`src/hdl/sitoa_pkg.sv`:
```
package sitoa_pkg;

  localparam logic [7:0] CHAR_ZERO  = 8'h30;
  localparam logic [7:0] CHAR_MINUS = 8'h2D;
  localparam logic [7:0] CHAR_NINE  = 8'h39;

  localparam logic [3:0] BCD_ADJUST_MIN = 4'd5;
  localparam logic [3:0] BCD_ADJUST     = 4'd3;

  typedef enum logic [2:0] {
    ST_IDLE,
    ST_CONV,
    ST_SKIP,
    ST_SIGN,
    ST_DIGIT
  } sitoa_state_e;

  typedef struct packed {
    logic load;
    logic conv_step;
    logic digit_shift;
    logic show_sign;
  } sitoa_cmd_t;

  typedef struct packed {
    logic conv_done;
    logic top_zero;
    logic rem_one;
    logic negative;
  } sitoa_sts_t;

endpackage

```
`src/hdl/sitoa_if.sv`:
```
interface sitoa_in_if #(
  parameter int VALUE_WIDTH = 32
);
  logic                          valid;
  logic                          ready;
  logic signed [VALUE_WIDTH-1:0] value;

  modport source (output valid, output value, input ready);
  modport sink (input valid, input value, output ready);
endinterface

interface sitoa_out_if;
  logic       valid;
  logic       ready;
  logic [7:0] character;
  logic       last;

  modport source (output valid, output character, output last, input ready);
  modport sink (input valid, input character, input last, output ready);
endinterface

```
`src/hdl/signed_int_to_decimal_ascii.sv`:
```
// Converts a two's complement integer to its decimal text, one ASCII character
// per output transfer, most significant character first.
// The input channel carries one VALUE_WIDTH-bit value per transfer. The output
// channel carries one character per transfer: a leading '-' for a negative
// value, then the digits without leading zeros; last marks the final digit.
// Zero gives the single character '0'.
// Conversion is a bit-serial double dabble loop, one input bit per cycle.
// Leading zero digits are then dropped one per cycle, up to NDIG-1 of them
// (9 at 32 bits), where NDIG is the digit capacity of the BCD register (10 at
// 32 bits), and then the first digit is found. The text then goes out one
// character per cycle while the receiver is ready, up to 11 characters at 32
// bits. Dropped and emitted digits always add up to NDIG. The next value is
// taken in the same cycle as the transfer of the last character; when none is
// waiting the block goes idle. When the receiver stalls, the current character
// holds and no new value is taken. Reset returns the controller to idle, ready
// for a value, and drops any conversion in progress.
module signed_int_to_decimal_ascii #(
  parameter int VALUE_WIDTH = 32
) (
  input  logic        clk_i,
  input  logic        rst_ni,
  sitoa_in_if.sink    in_i,
  sitoa_out_if.source out_o
);
  import sitoa_pkg::*;

  sitoa_cmd_t cmd;
  sitoa_sts_t sts;

  sitoa_ctrl u_ctrl (
    .clk_i       (clk_i),
    .rst_ni      (rst_ni),
    .in_valid_i  (in_i.valid),
    .in_ready_o  (in_i.ready),
    .out_valid_o (out_o.valid),
    .out_ready_i (out_o.ready),
    .sts_i       (sts),
    .cmd_o       (cmd)
  );

  sitoa_dp #(
    .VALUE_WIDTH (VALUE_WIDTH)
  ) u_dp (
    .clk_i       (clk_i),
    .rst_ni      (rst_ni),
    .value_i     (in_i.value),
    .cmd_i       (cmd),
    .sts_o       (sts),
    .character_o (out_o.character),
    .last_o      (out_o.last)
  );

  a_accept_only_on_last: assert property (@(posedge clk_i) disable iff (!rst_ni)
    (out_o.valid && in_i.ready) |-> out_o.last)
    else $error("input taken while text of the previous value is unfinished");

  a_no_output_after_accept: assert property (@(posedge clk_i) disable iff (!rst_ni)
    (in_i.valid && in_i.ready) |=> !out_o.valid)
    else $error("character offered before conversion ran");

  a_sign_not_last: assert property (@(posedge clk_i) disable iff (!rst_ni)
    (out_o.valid && out_o.character == CHAR_MINUS) |-> !out_o.last)
    else $error("minus sign flagged as last character");

  a_char_legal: assert property (@(posedge clk_i) disable iff (!rst_ni)
    out_o.valid |-> (out_o.character == CHAR_MINUS ||
                     (out_o.character >= CHAR_ZERO && out_o.character <= CHAR_NINE)))
    else $error("character is neither a digit nor a minus sign");

endmodule

```
`src/hdl/sitoa_ctrl.sv`:
```
module sitoa_ctrl (
  input  logic                  clk_i,
  input  logic                  rst_ni,
  input  logic                  in_valid_i,
  output logic                  in_ready_o,
  output logic                  out_valid_o,
  input  logic                  out_ready_i,
  input  sitoa_pkg::sitoa_sts_t sts_i,
  output sitoa_pkg::sitoa_cmd_t cmd_o
);
  import sitoa_pkg::*;

  sitoa_state_e state_q, state_d;
  logic         skip_more;

  assign skip_more = sts_i.top_zero && !sts_i.rem_one;

  always_ff @(posedge clk_i or negedge rst_ni) begin
    if (!rst_ni) begin
      state_q <= ST_IDLE;
    end else begin
      state_q <= state_d;
    end
  end

  always_comb begin
    state_d = state_q;
    case (state_q)
      ST_IDLE: begin
        if (in_valid_i) begin
          state_d = ST_CONV;
        end
      end
      ST_CONV: begin
        if (sts_i.conv_done) begin
          state_d = ST_SKIP;
        end
      end
      ST_SKIP: begin
        if (!skip_more) begin
          state_d = sts_i.negative ? ST_SIGN : ST_DIGIT;
        end
      end
      ST_SIGN: begin
        if (out_ready_i) begin
          state_d = ST_DIGIT;
        end
      end
      ST_DIGIT: begin
        if (out_ready_i && sts_i.rem_one) begin
          state_d = in_valid_i ? ST_CONV : ST_IDLE;
        end
      end
      default: state_d = ST_IDLE;
    endcase
  end

  always_comb begin
    in_ready_o        = 1'b0;
    out_valid_o       = 1'b0;
    cmd_o.conv_step   = 1'b0;
    cmd_o.digit_shift = 1'b0;
    cmd_o.show_sign   = 1'b0;
    case (state_q)
      ST_IDLE: begin
        in_ready_o = 1'b1;
      end
      ST_CONV: begin
        cmd_o.conv_step = 1'b1;
      end
      ST_SKIP: begin
        cmd_o.digit_shift = skip_more;
      end
      ST_SIGN: begin
        out_valid_o     = 1'b1;
        cmd_o.show_sign = 1'b1;
      end
      ST_DIGIT: begin
        out_valid_o       = 1'b1;
        in_ready_o        = out_ready_i && sts_i.rem_one;
        cmd_o.digit_shift = out_ready_i && !sts_i.rem_one;
      end
      default: begin
        in_ready_o = 1'b0;
      end
    endcase
    cmd_o.load = in_valid_i && in_ready_o;
  end

endmodule

```
`src/hdl/sitoa_dp.sv`:
```
module sitoa_dp #(
  parameter int VALUE_WIDTH = 32
) (
  input  logic                          clk_i,
  input  logic                          rst_ni,
  input  logic signed [VALUE_WIDTH-1:0] value_i,
  input  sitoa_pkg::sitoa_cmd_t         cmd_i,
  output sitoa_pkg::sitoa_sts_t         sts_o,
  output logic [7:0]                    character_o,
  output logic                          last_o
);
  import sitoa_pkg::*;

  localparam int NDIG = (VALUE_WIDTH * 302) / 1000 + 1;
  localparam int BCDW = 4 * NDIG;
  localparam int CW   = $clog2(VALUE_WIDTH + 1);
  localparam int RW   = $clog2(NDIG + 1);

  logic [VALUE_WIDTH-1:0] mag_q, mag_d;
  logic [BCDW-1:0]        bcd_q, bcd_d;
  logic                   neg_q, neg_d;
  logic [CW-1:0]          bitcnt_q, bitcnt_d;
  logic [RW-1:0]          rem_q, rem_d;
  logic [BCDW-1:0]        bcd_adj;
  logic [VALUE_WIDTH-1:0] raw;
  logic [3:0]             top_digit;

  assign raw       = value_i;
  assign top_digit = bcd_q[BCDW-1 -: 4];

  always_comb begin
    for (int i = 0; i < NDIG; i++) begin
      bcd_adj[4*i +: 4] = (bcd_q[4*i +: 4] >= BCD_ADJUST_MIN) ?
                          bcd_q[4*i +: 4] + BCD_ADJUST : bcd_q[4*i +: 4];
    end
  end

  always_comb begin
    mag_d    = mag_q;
    bcd_d    = bcd_q;
    neg_d    = neg_q;
    bitcnt_d = bitcnt_q;
    rem_d    = rem_q;
    if (cmd_i.load) begin
      neg_d    = raw[VALUE_WIDTH-1];
      mag_d    = raw[VALUE_WIDTH-1] ? (~raw + 1'b1) : raw;
      bcd_d    = '0;
      bitcnt_d = CW'(VALUE_WIDTH);
      rem_d    = RW'(NDIG);
    end else if (cmd_i.conv_step) begin
      bcd_d    = {bcd_adj[BCDW-2:0], mag_q[VALUE_WIDTH-1]};
      mag_d    = {mag_q[VALUE_WIDTH-2:0], 1'b0};
      bitcnt_d = bitcnt_q - 1'b1;
    end else if (cmd_i.digit_shift) begin
      bcd_d = {bcd_q[BCDW-5:0], 4'd0};
      rem_d = rem_q - 1'b1;
    end
  end

  always_ff @(posedge clk_i or negedge rst_ni) begin
    if (!rst_ni) begin
      bitcnt_q <= '0;
      rem_q    <= '0;
    end else begin
      bitcnt_q <= bitcnt_d;
      rem_q    <= rem_d;
    end
  end

  always_ff @(posedge clk_i) begin
    mag_q <= mag_d;
    bcd_q <= bcd_d;
    neg_q <= neg_d;
  end

  assign sts_o.conv_done = (bitcnt_q == CW'(1));
  assign sts_o.top_zero  = (top_digit == 4'd0);
  assign sts_o.rem_one   = (rem_q == RW'(1));
  assign sts_o.negative  = neg_q;

  assign character_o = cmd_i.show_sign ? CHAR_MINUS : (CHAR_ZERO | {4'd0, top_digit});
  assign last_o      = !cmd_i.show_sign && sts_o.rem_one;

endmodule

```
`src/flat_wrapper.sv`:
```
// flat-port wrapper written by rule: the top's interface ports become plain ports
module signed_int_to_decimal_ascii_flat import sitoa_pkg::*;
#(
  parameter int VALUE_WIDTH = 32
)
  (clk_i, rst_ni, in_i_valid, in_i_value, in_i_ready, out_o_valid, out_o_character, out_o_last, out_o_ready);
  sitoa_in_if #(.VALUE_WIDTH(VALUE_WIDTH)) in_i_i ();
  sitoa_out_if out_o_i ();
  input  logic clk_i;
  input  logic rst_ni;
  input wire logic [$bits(in_i_i.valid)-1:0] in_i_valid;
  input wire logic [$bits(in_i_i.value)-1:0] in_i_value;
  output wire logic [$bits(in_i_i.ready)-1:0] in_i_ready;
  output wire logic [$bits(out_o_i.valid)-1:0] out_o_valid;
  output wire logic [$bits(out_o_i.character)-1:0] out_o_character;
  output wire logic [$bits(out_o_i.last)-1:0] out_o_last;
  input wire logic [$bits(out_o_i.ready)-1:0] out_o_ready;
  assign in_i_i.valid = in_i_valid;
  assign in_i_i.value = in_i_value;
  assign in_i_ready = in_i_i.ready;
  assign out_o_valid = out_o_i.valid;
  assign out_o_character = out_o_i.character;
  assign out_o_last = out_o_i.last;
  assign out_o_i.ready = out_o_ready;
  signed_int_to_decimal_ascii #(.VALUE_WIDTH(VALUE_WIDTH)) u_core (.clk_i(clk_i), .rst_ni(rst_ni), .in_i(in_i_i), .out_o(out_o_i));
endmodule
```
`config.mk`:
```
export PLATFORM = sky130hd
export DESIGN_NAME = signed_int_to_decimal_ascii_flat
export DESIGN_NICKNAME = d
export VERILOG_FILES = /design/src/hdl/sitoa_pkg.sv /design/src/hdl/sitoa_if.sv /design/src/hdl/signed_int_to_decimal_ascii.sv /design/src/hdl/sitoa_ctrl.sv /design/src/hdl/sitoa_dp.sv /design/src/flat_wrapper.sv
export SDC_FILE = /design/constraint.sdc
export NUM_CORES = 1
export LEC_CHECK = 0
export ABC_CLOCK_PERIOD_IN_PS = 6300
export CAP_MARGIN = 25
export CORE_MARGIN = 5
export CORE_UTILIZATION = 59
export DETAILED_ROUTE_END_ITERATION = 8
export DONT_BUFFER_PORTS = 1
export GPL_TIMING_DRIVEN = 0
export HOLD_SLACK_MARGIN = 0.02
export PLACE_DENSITY_LB_ADDON = 0.05
export SLEW_MARGIN = 5
export SYNTH_ARGS = -nofsm -noshare
export SYNTH_HDL_FRONTEND = slang
export SYNTH_SLANG_ARGS = --single-unit
```
`constraint.sdc`:
```
create_clock -name clk_i -period 6.3 [get_ports clk_i]
set_clock_uncertainty 0.05 [all_clocks]
set_input_delay 0.945 -clock clk_i [delete_from_list [all_inputs] [get_ports clk_i]]
set_output_delay 0.945 -clock clk_i [all_outputs]
set_load 0.01 [all_outputs]
```
**Yosys cells after proc, flatten, opt, wreduce, memory -nomap -nowiden**

Index checks and enable logic that the tools add are counted.

- Word-level logic and storage cells: 91
- Register bits after elaboration: 86
- Input bits: 36

- Reduce and logical (&&, ||, !) cells: 15
- Muxes and demuxes: 34
- Order comparisons: 10
- Bitwise operators: 1
- Equality and inequality tests: 12
- Add/sub/neg operators: 13

Operators by type and width:

| kind | count |
|---|---|
| 2-to-1 mux 32 bit | 3 |
| 2-to-1 mux 40 bit | 2 |
| 2-to-1 mux 4 bit | 12 |
| greater-or-equal comparator 4 x 3 -> 1 bit (second input constant) | 10 |
| adder 4 x 2 -> 4 bit (second input constant) | 9 |
| adder 32 x 1 -> 32 bit (second input constant) | 1 |
| NOT 32 bit | 1 |
| 2-to-1 mux 3 bit | 7 |
| case mux 3 bit (5 select lines) | 1 |
| 2-to-1 mux 6 bit | 2 |
| != test 2 bit (second input constant) | 4 |
| == test 3 x 2 -> 1 bit (second input constant) | 2 |
| == test 6 x 1 -> 1 bit (second input constant) | 1 |
| nonzero test 2 bit | 3 |
| subtractor 6 x 1 -> 6 bit (second input constant) | 1 |
| logical AND 1 bit | 5 |
| 2-to-1 mux 5 bit | 1 |
| AND reduction 5 bit | 1 |
| == test 4 x 1 -> 1 bit (second input constant) | 1 |
| logical NOT 4 bit | 1 |
| 2-to-1 mux 1 bit | 4 |
| != test 2 x 1 -> 1 bit (second input constant) | 2 |
| case mux 1 bit (2 select lines) | 2 |
| subtractor 4 x 1 -> 4 bit (second input constant) | 1 |
| other kinds (7) | 8 |

**Longest topological paths before layout**

Gate-level depths: netlist of run 1.

- Depth after elaboration: 7
- Gate-level depth with buffers: 10

**Hierarchy**

A second synthesis of run 1 with hierarchy kept.

- Cell total of the unflattened synthesis: 617
- Area, all modules: 5,434.0 sq um

Modules (own cells, without submodules):

| module | cells each | area each (sq um) | times used |
|---|---|---|---|
| sitoa_dp | 583 | 5,142.4 | 1 |
| sitoa_ctrl | 34 | 291.5 | 1 |

**Least setup slack after synthesis of run 1**

OpenSTA, ideal clock, no wires.

- Path kind: input-to-reg
- Start: in out_o_ready
- End: reg u_core.u_dp.mag_q[0], enable pin
- Cell stages on the path: 5
- Path slack: 3.271 ns
- Data required time: 5.861 ns
- Data arrival time: 2.590 ns
- Library setup time: 0.389 ns
- Path through: nand4bb_1 > a21boi_0 > nand2_1 > clkbuf_1 > nand2_1

- Cells in the longest elaborated chain, start to end: 4

Ends and longest elaborated chain:

| what | RTL line | source |
|---|---|---|
| start, declared | flat_wrapper.sv:17 | `input wire logic [$bits(out_o_i.ready)-1:0] out_o_ready;` |
| logical AND 1 bit | sitoa_ctrl.sv:80 | `in_ready_o = out_ready_i && sts_i.rem_one;` |
| case mux 1 bit (2 select lines) | sitoa_ctrl.sv:64 | `case (state_q)` |
| net in_i_ready | flat_wrapper.sv:13 | `output wire logic [$bits(in_i_i.ready)-1:0] in_i_ready;` |
| logical AND 1 bit | sitoa_ctrl.sv:87 | `cmd_o.load = in_valid_i && in_ready_o;` |
| nonzero test 2 bit (no line) | n/a |  |
| end signal, assigned | sitoa_dp.sv:71 | `mag_q <= mag_d;` |
| end, declared | sitoa_dp.sv:19 | `logic [VALUE_WIDTH-1:0] mag_q, mag_d;` |

The timed path passes the listed nets, and every way through them passes these cells.
A chain may end at the register's enable or synchronous reset.

**Worst setup path in the final report of run 1**

- Start: reg u_core.u_ctrl.state_q[1]
- End: reg u_core.u_dp.mag_q[24], enable pin

- Cells in the longest elaborated chain, start to end: 4

Ends and longest elaborated chain:

| what | RTL line | source |
|---|---|---|
| start, declared | sitoa_ctrl.sv:13 | `sitoa_state_e state_q, state_d;` |
| start signal, assigned | sitoa_ctrl.sv:22 | `state_q <= state_d;` |
| == test 3 bit / logical NOT 3 bit (equally long branches) | sitoa_ctrl.sv:64 |  |
| case mux 1 bit (2 select lines) (*) | sitoa_ctrl.sv:64 |  |
| net in_i_ready | flat_wrapper.sv:13 |  |
| logical AND 1 bit (*) | sitoa_ctrl.sv:87 |  |
| nonzero test 2 bit (no line) (*) | n/a |  |

The timed path passes the listed nets; every way through them passes the cells marked *.

==> metrics.cfg, run 1 <==
[routing]
drt_first_iter_violations = 325
routed_wl_um = 12600
num_vias = 4559
firstDrtPassIters = 8
drc = 0
ant_nets = 0
wire_per_inst_um = 17.2
vias_per_cell = 6.23

[critical_path]
regToRegEndpoint = u_core.u_dp.mag_q[24]
crit_path_start_kind = flip-flop
reg2reg_from = u_core.u_ctrl.state_q[1]
r2r_slack_ns = 3.22
critPathRequiredTime_ns = 6.31
cp.arrival_ns = 3.09
reg2regPathDepth = 7
crit_fanout = 22
end_kind = flip-flop
path_class = reg2reg

[timing]
worstMarginPinSlew_ns = 0.903
rsz0062_at_grt = no
maxSlewViolCount = 0
timing.hold.ws_ns = 0.222
finalCritPeriodShare_pct = 48.9
tns_ns = 0
clock.fmax_ghz = 0.325
hold_viol_final = 0
period_minus_slack_ns = 3.08
finalSetupViolCount = 0
max_slew_margin_pct = 39.7

[logic_synthesis]
async_flop_share_pct = 15.1
synth_mux_area_share_pct = 2.27
syn_area_mm2 = 0.00534
yosysWarnings = 0
seq_area_frac_synth_pct = 39.7
synth_seq_cells = 86
synth_edf_count = 33
ys.flop_type = dfxtp_1
synth_cell_types = 58
synth-adder-area-share_pct = 6.10
synth-compound-area-share_pct = 20.5
synth-simple-area-share_pct = 18.2
netlist_instances = 606
synth_xor_area_share_pct = 7.71
synth_area_per_cell_um2 = 8.81
synth_top_family_by_area = compound AO/OA/AOI/OAI gates

[die]
die-area_mm2 = 0.0110
coreArea_mm2 = 0.00876
die_w_um = 105
io_pins = 47
die_h_um = 105
start_util_pct = 60.9
rows = 34

[power_and_ir_drop]
ir_drop_mv = 0.202
p_leak_nw = 2.26
power.density_mw_per_mm2 = 501

[clock_tree]
tritoncts = built
path_clk_slew_ns = 0.09
cts_hold_buf = 0
clockBufferDepth = 2
post_cts_buffers = 0
cts_resized = 0
h-tree-depth = 3
clk_latency_ns = 0.36
clock-sinks = 86
cts_buffers = 9
root_buffer = clkbuf_8

[finish]
syn_to_final_growth_pct = 6.31
final_core_util_pct = 64.7
nNetsFinal = 681
diodes = 0
drive_gt1_share_pct = 5.93
fill_cells = 780

[placed_design]
portBuffers = 0
dp_hpwl_um = 9270
place.gp.congestion = 0.868

[global_route]
grt_max_degree = 23
overflow = 0
antenna_found_initial = 0
grt_pass1_wl_um = 21300
busiest_layer = met2
grt.total_usage_pct = 23.1
grtUsageMet3_pct = 5.18
grt_pass1_vias = 4586
grt_use_met1_pct = 28.1
grt_use_met2_pct = 40.6

[status]
outcome = complete, no violations

[worst_hold_path]
min_path_type = in2async

[flow_run]
drv_cap = 0

[report_power, final]
part	switching (W)	internal (W)
clock	0.000199	0.000157
sequential	0.000191	0.000899
combinational	0.000857	0.000542
total	0.00125	0.00160
[cell usage in the layout, fill, tap and decap left out, drive strengths merged, types with 7 or more instances in the layout]
| master | n |
|---|---|
| nand2 | 74 |
| xnor2 | 12 |
| mux2i | 11 |
| nor3 | 9 |
| a21oi | 31 |
| a221oi | 8 |
| nor2 | 56 |
| nand3 | 9 |
| xor2 | 35 |
| o31ai | 10 |
| o21ai | 59 |
| a211oi | 7 |
| ha | 26 |
| dfrtp | 13 |
| inv | 33 |
| buf | 14 |
| dfxtp | 40 |
| clkbuf | 34 |
| nand2b | 23 |
| edfxtp | 33 |
| a222oi | 21 |
[flip-flops by register name, indices dropped and copies added, names as in the netlist]
register and count:
u_core.u_ctrl.state_q 3, u_core.u_dp.bcd_q 40, u_core.u_dp.bitcnt_q 6, u_core.u_dp.mag_q 32
u_core.u_dp.neg_q 1, u_core.u_dp.rem_q 4
[synthesized netlist by cell type (all sizes together) (10+ instances only)]
library cell   n  share of area (%)
clkbuf        22                1.5
ha            26                6.1
nor2          56                3.9
o21ai         59                5.5
buf           13                1.6
o31ai         10                1.4
mux2i         11                2.1
xor2          35                5.7
xnor2         12                2.0
dfrtp         13                6.1
nand2b        23                2.7
inv           32                2.3
nand2         74                5.2
a222oi        21                3.9
edfxtp        33                 19
a21oi         31                2.9
dfxtp         40                 15
[final cells by class]
type / count / area [um^2] / area share (%)
Inverter: 32 / 120 / 2.12
Multi-Input combinational cell: 454 / 2940 / 51.8
Clock buffer: 12 / 149 / 2.62
Sequential cell: 86 / 2120 / 37.3
Timing Repair Buffer: 1 / 27.5 / 0.485
Buffer: 35 / 166 / 2.93
Clock inverter: 4 / 21.3 / 0.375
Tap cell: 108 / 135 / 2.38
[through the flow]
| stage | area (um^2) | total power, W | worst slack, ns | std cells |
|---|---|---|---|---|
| 2_1_floorplan | 5340 | 0.00211 | 3.27 | 607 |
| 4_1_cts | 5670 | 0.00285 | 3.20 | 732 |
| 6_report | 5670 | 0.00284 | 3.22 | 732 |
| 3_3_place_gp | 5480 | 0.00240 | 2.64 | 715 |
| 3_5_place_dp | 5500 | 0.00249 | 2.98 | 716 |
| 5_1_grt | 5670 | 0.00309 | 3.01 | 732 |
[worst max path at each step]
stage                                        start                    end  cells after the start
after floorplan                        out_o_ready   u_core.u_dp.mag_q[0]                      5
after global placement                 out_o_ready  u_core.u_dp.mag_q[20]                      5
after detailed placement               out_o_ready  u_core.u_dp.mag_q[20]                      6
after CTS                 u_core.u_ctrl.state_q[1]  u_core.u_dp.mag_q[19]                      7
after global routing      u_core.u_ctrl.state_q[1]  u_core.u_dp.mag_q[24]                      7
final                     u_core.u_ctrl.state_q[1]  u_core.u_dp.mag_q[24]                      7
[worst max-delay path, stage by stage (launching register included)]
cell and delay [ns]:
dfrtp_1 0.37, buf_2 0.16, nor2_1 0.26, a21boi_0 0.46, nand2_1 0.37, clkbuf_1 0.34
nand2_1 0.52, buf_16 0.24
[per-layer routing]
metal	wire, um	vias to the layer above
met5	0	-
li1	-	2214
met3	748	17
met2	6200	142
met1	5470	2186
met4	199	0
[cell families (layout without fill, tap and decap cells)]
logic type               count (synthesis)  after routing
multiplexers                            12             12
buffers and inverters                   67             84
AND/OR/NAND/NOR                        204            204
XOR/XNOR                                47             47
AO/OA/AOI/OAI                          162            162
adder cells (fa/ha/maj)                 26             26
other                                    2              3
flip-flops                              86             86
(Power assumes the default switching activity.)
==> inputs of run 2 (changes only) <==
--- a/config.mk
+++ b/config.mk
@@ -5,10 +5,11 @@
 export SDC_FILE = /design/constraint.sdc
 export NUM_CORES = 1
 export LEC_CHECK = 0
-export ABC_CLOCK_PERIOD_IN_PS = 6300
+export ABC_AREA = 1
+export ABC_CLOCK_PERIOD_IN_PS = 2800
 export CAP_MARGIN = 25
 export CORE_MARGIN = 5
-export CORE_UTILIZATION = 59
+export CORE_UTILIZATION = 58
 export DETAILED_ROUTE_END_ITERATION = 8
 export DONT_BUFFER_PORTS = 1
 export GPL_TIMING_DRIVEN = 0
==> constraint.sdc (replaced) <==
create_clock -name clk_i -period 2.8 [get_ports clk_i]
set_clock_uncertainty 0.05 [all_clocks]
set_input_delay 0.42 -clock clk_i [delete_from_list [all_inputs] [get_ports clk_i]]
set_output_delay 0.42 -clock clk_i [all_outputs]
set_load 0.01 [all_outputs]
==> run 2 against run 1 <==
Compared with the run above: largest cell class unchanged; largest power group unchanged; critical path depth unchanged; die area rose by 9.5%; maximum frequency is 29% higher; synthesized area grew 8.7%; power increased by 140%; design area increased by 9.0%; via count rose by 21%.
==> metrics.cfg, run 2 <==
[placed_design]
place.gp.congestion = 0.962  ; was 0.868
dp_hpwl_um = 11100  ; was 9270 um
portBuffers = 0  ; unchanged

[logic_synthesis]
seq_area_frac_synth_pct = 36.5  ; was 39.7%
synth_area_per_cell_um2 = 6.92  ; was 8.81 um^2
syn_area_mm2 = 0.00580  ; was 0.00534 mm^2
ys.flop_type = dfxtp_1  ; unchanged
synth_seq_cells = 86  ; unchanged
synth_top_area_share_pct = 17.1  ; was 18.6%
synth_edf_count = 33  ; unchanged
synth_common_cells = nand2_1 (233), inv_1 (84), nor2_1 (84)  ; was nand2_1 (74), o21ai_0 (58), nor2_1 (56)
synth_cell_types = 38  ; was 58
synth_top_area_cell = edfxtp_1  ; unchanged
async_flop_share_pct = 15.1  ; unchanged
yosysWarnings = 0  ; unchanged
synth_most_common_cell = nand2_1  ; unchanged
netlist_instances = 838  ; was 606
ys_top_cells_by_area = edfxtp_1 (17%), nand2_1 (15%), dfxtp_1 (14%), o21ai_0 (6.2%), nand3_1 (6.0%)  ; was edfxtp_1 (19%), dfxtp_1 (15%), dfrtp_1 (6.1%), ha_1 (6.1%), xor2_1 (5.7%)

[routing]
routed_wl_um = 14900  ; was 12,600 um
vias_per_cell = 5.58  ; was 6.23
firstDrtPassIters = 5  ; was 8
drt_first_iter_violations = 372  ; was 325
wl_met2_um = 7310  ; was 6200 um
ant_nets = 0  ; unchanged
routed-wl-met3_um = 962  ; was 748 um
met1Wirelength_um = 6230  ; was 5470 um
wire_per_inst_um = 15.0  ; was 17.2 um
drc = 0  ; unchanged
num_vias = 5528  ; was 4,559
highest_layer = met4  ; unchanged

[critical_path]
reg2regPathDepth = 7  ; unchanged
end_kind = flip-flop  ; unchanged
cp_num_buf_inv = 2  ; was 3
crit_path_start_kind = flip-flop  ; unchanged
r2r_slack_ns = 0.41  ; was 3.22 ns
critical-path-slowest-cell = nand2_1  ; unchanged
path_class = reg2reg  ; unchanged
critPathRequiredTime_ns = 2.83  ; was 6.31 ns
path_cells = inv_1 -> ha_1 -> nand4_1 -> nand2_1 -> nand4_2 -> nand2_1 -> buf_16  ; was buf_2 -> nor2_1 -> a21boi_0 -> nand2_1 -> clkbuf_1 -> nand2_1 -> buf_16
crit_fanout = 17  ; was 22
cp_top_family = simple AND/OR/NAND/NOR gates  ; unchanged
cp.arrival_ns = 2.42  ; was 3.09 ns
regToRegEndpoint = u_core.u_dp.mag_q[11]  ; was u_core.u_dp.mag_q[24]
timing.critical_path.mode_cell = nand2_1  ; unchanged
reg2reg_from = u_core.u_dp.rem_q[1]  ; was u_core.u_ctrl.state_q[1]
slowest_delay_ns = 0.68  ; was 0.52 ns

[die]
start_util_pct = 59.3  ; was 60.9%
die_h_um = 110  ; was 105 um
io_pins = 47  ; unchanged
coreArea_mm2 = 0.00977  ; was 0.00876 mm^2
die-area_mm2 = 0.0121  ; was 0.0110 mm^2
die_w_um = 110  ; was 105 um
rows = 36  ; was 34

[finish]
nNetsFinal = 914  ; was 681
largest_reg_flops = 40  ; unchanged
syn_to_final_growth_pct = 6.62  ; was 6.31%
largest-register = u_core.u_dp.bcd_q  ; unchanged
final_cell_mix = nand2_1 (233), nor2_1 (84), inv_1 (84)  ; was nand2_1 (74), o21ai_0 (58), nor2_1 (56)
fill_cells = 921  ; was 780
top_regs = u_core.u_dp.bcd_q (40), u_core.u_dp.mag_q (32), u_core.u_dp.bitcnt_q (6)  ; unchanged
drive_gt1_share_pct = 8.63  ; was 5.93%
diodes = 0  ; unchanged
final_common_cell = nand2_1  ; unchanged

[clock_tree]
clock-sinks = 86  ; unchanged
cts_hold_buf = 1  ; was 0
clockBufferDepth = 2  ; unchanged
clk_latency_ns = 0.37  ; was 0.36 ns
root_buffer = clkbuf_8  ; unchanged
cts_buffers = 9  ; unchanged
cts_resized = 0  ; unchanged
tritoncts = built  ; unchanged
h-tree-depth = 3  ; unchanged
post_cts_buffers = 0  ; unchanged
path_clk_slew_ns = 0.09  ; about the same

[global_route]
overflow = 0  ; unchanged
grt_pass1_wl_um = 24600  ; was 21,300 um
grt_pass1_vias = 5382  ; was 4,586
grt.total_usage_pct = 26.0  ; was 23.1%
grt_max_degree = 18  ; was 23
antenna_found_initial = 0  ; unchanged

[timing]
finalCritPeriodShare_pct = 85.5  ; was 48.9%
maxSlewViolCount = 0  ; unchanged
clock.fmax_ghz = 0.418  ; was 0.325 GHz
tns_ns = 0  ; unchanged
hold_viol_final = 0  ; unchanged
period_minus_slack_ns = 2.39  ; was 3.08 ns
max_slew_margin_pct = 46.9  ; was 39.7%
finalSetupViolCount = 0  ; unchanged
rsz0062_at_grt = no  ; unchanged
worstMarginPinSlew_ns = 0.794  ; was 0.903 ns

[status]
outcome = complete, no violations  ; unchanged

[power_and_ir_drop]
p_leak_nw = 2.79  ; was 2.26 nW
ir_drop_mv = 0.475  ; was 0.202 mV
power.density_mw_per_mm2 = 1100  ; was 501 mW/mm^2
finalPower_w = 0.00681  ; was 0.00284 W

[worst_hold_path]
min_path_type = in2reg  ; was in2async
whs_path_depth = 0
worstHoldStart = in_i_value[31]
min_to = u_core.u_dp.neg_q

[flow_run]
drv_cap = 0  ; unchanged

==> run 2: cell type report <==
type	count	area, um^2	area share (%)
Inverter	91	342	5.53
Tap cell	133	166	2.69
Buffer	32	178	2.87
Timing Repair Buffer	2	37.5	0.607
Clock inverter	3	37.5	0.607
Multi-Input combinational cell	630	3170	51.2
Clock buffer	13	139	2.25
Sequential cell	86	2120	34.2
==> run 2: logic make-up after synthesis <==
family	Yosys count	synth area share [%]
fa+ha+maj	26	5.61
simple gates	431	32.0
compound gates	152	14.1
buf+inv	123	8.96
other cells	2	0.130
flops	86	36.5
xor+xnor	18	2.72
==> run 2: metal layers <==
| metal | vias up | track usage (%) |
|---|---|---|
| met5 | - | 0 |
| met4 | 0 | 10.5 |
| met3 | 30 | 4.66 |
| met2 | 167 | 46.6 |
| met1 | 2571 | 30.5 |
| li1 | 2760 | - |
==> run 2: report_power, final <==
| part | total, W | switching (W) | internal [W] |
|---|---|---|---|
| sequential | 0.00245 | 0.000406 | 0.00204 |
| clock | 0.000847 | 0.000438 | 0.000409 |
| combinational | 0.00351 | 0.00235 | 0.00116 |
| total | 0.00681 | 0.00320 | 0.00361 |
==> run 2: stage by stage <==
step / instance area, um^2 / hold slack (ns) / util, % / cells / setup WS (ns)
after detailed placement: 6000 / 0.0748 / 61.3 / 973 / 0.355
after global placement: 5970 / 0.0748 / 61.1 / 972 / 0.0838
after floorplan: 5800 / 0.0744 / - / 839 / 0.607
after global routing: 6180 / 0.0750 / 63.2 / 990 / 0.198
after CTS: 6180 / 0.0923 / 63.2 / 990 / 0.347
final: 6180 / 0.0939 / 63.2 / 990 / 0.407
==> run 2: worst max path at each step <==
stage          depth (start not counted)                 start  slack [ns]                 endpoint
2_1_floorplan                          9  u_core.u_dp.rem_q[1]        0.61  u_core.u_dp.bitcnt_q[0]
3_3_place_gp                           9  u_core.u_dp.rem_q[1]        0.08  u_core.u_dp.bitcnt_q[1]
3_5_place_dp                           7  u_core.u_dp.rem_q[1]        0.35     u_core.u_dp.mag_q[6]
4_1_cts                                7  u_core.u_dp.rem_q[1]        0.35    u_core.u_dp.mag_q[10]
5_1_grt                                7  u_core.u_dp.rem_q[1]        0.20    u_core.u_dp.mag_q[10]
6_report                               7  u_core.u_dp.rem_q[1]        0.41    u_core.u_dp.mag_q[11]
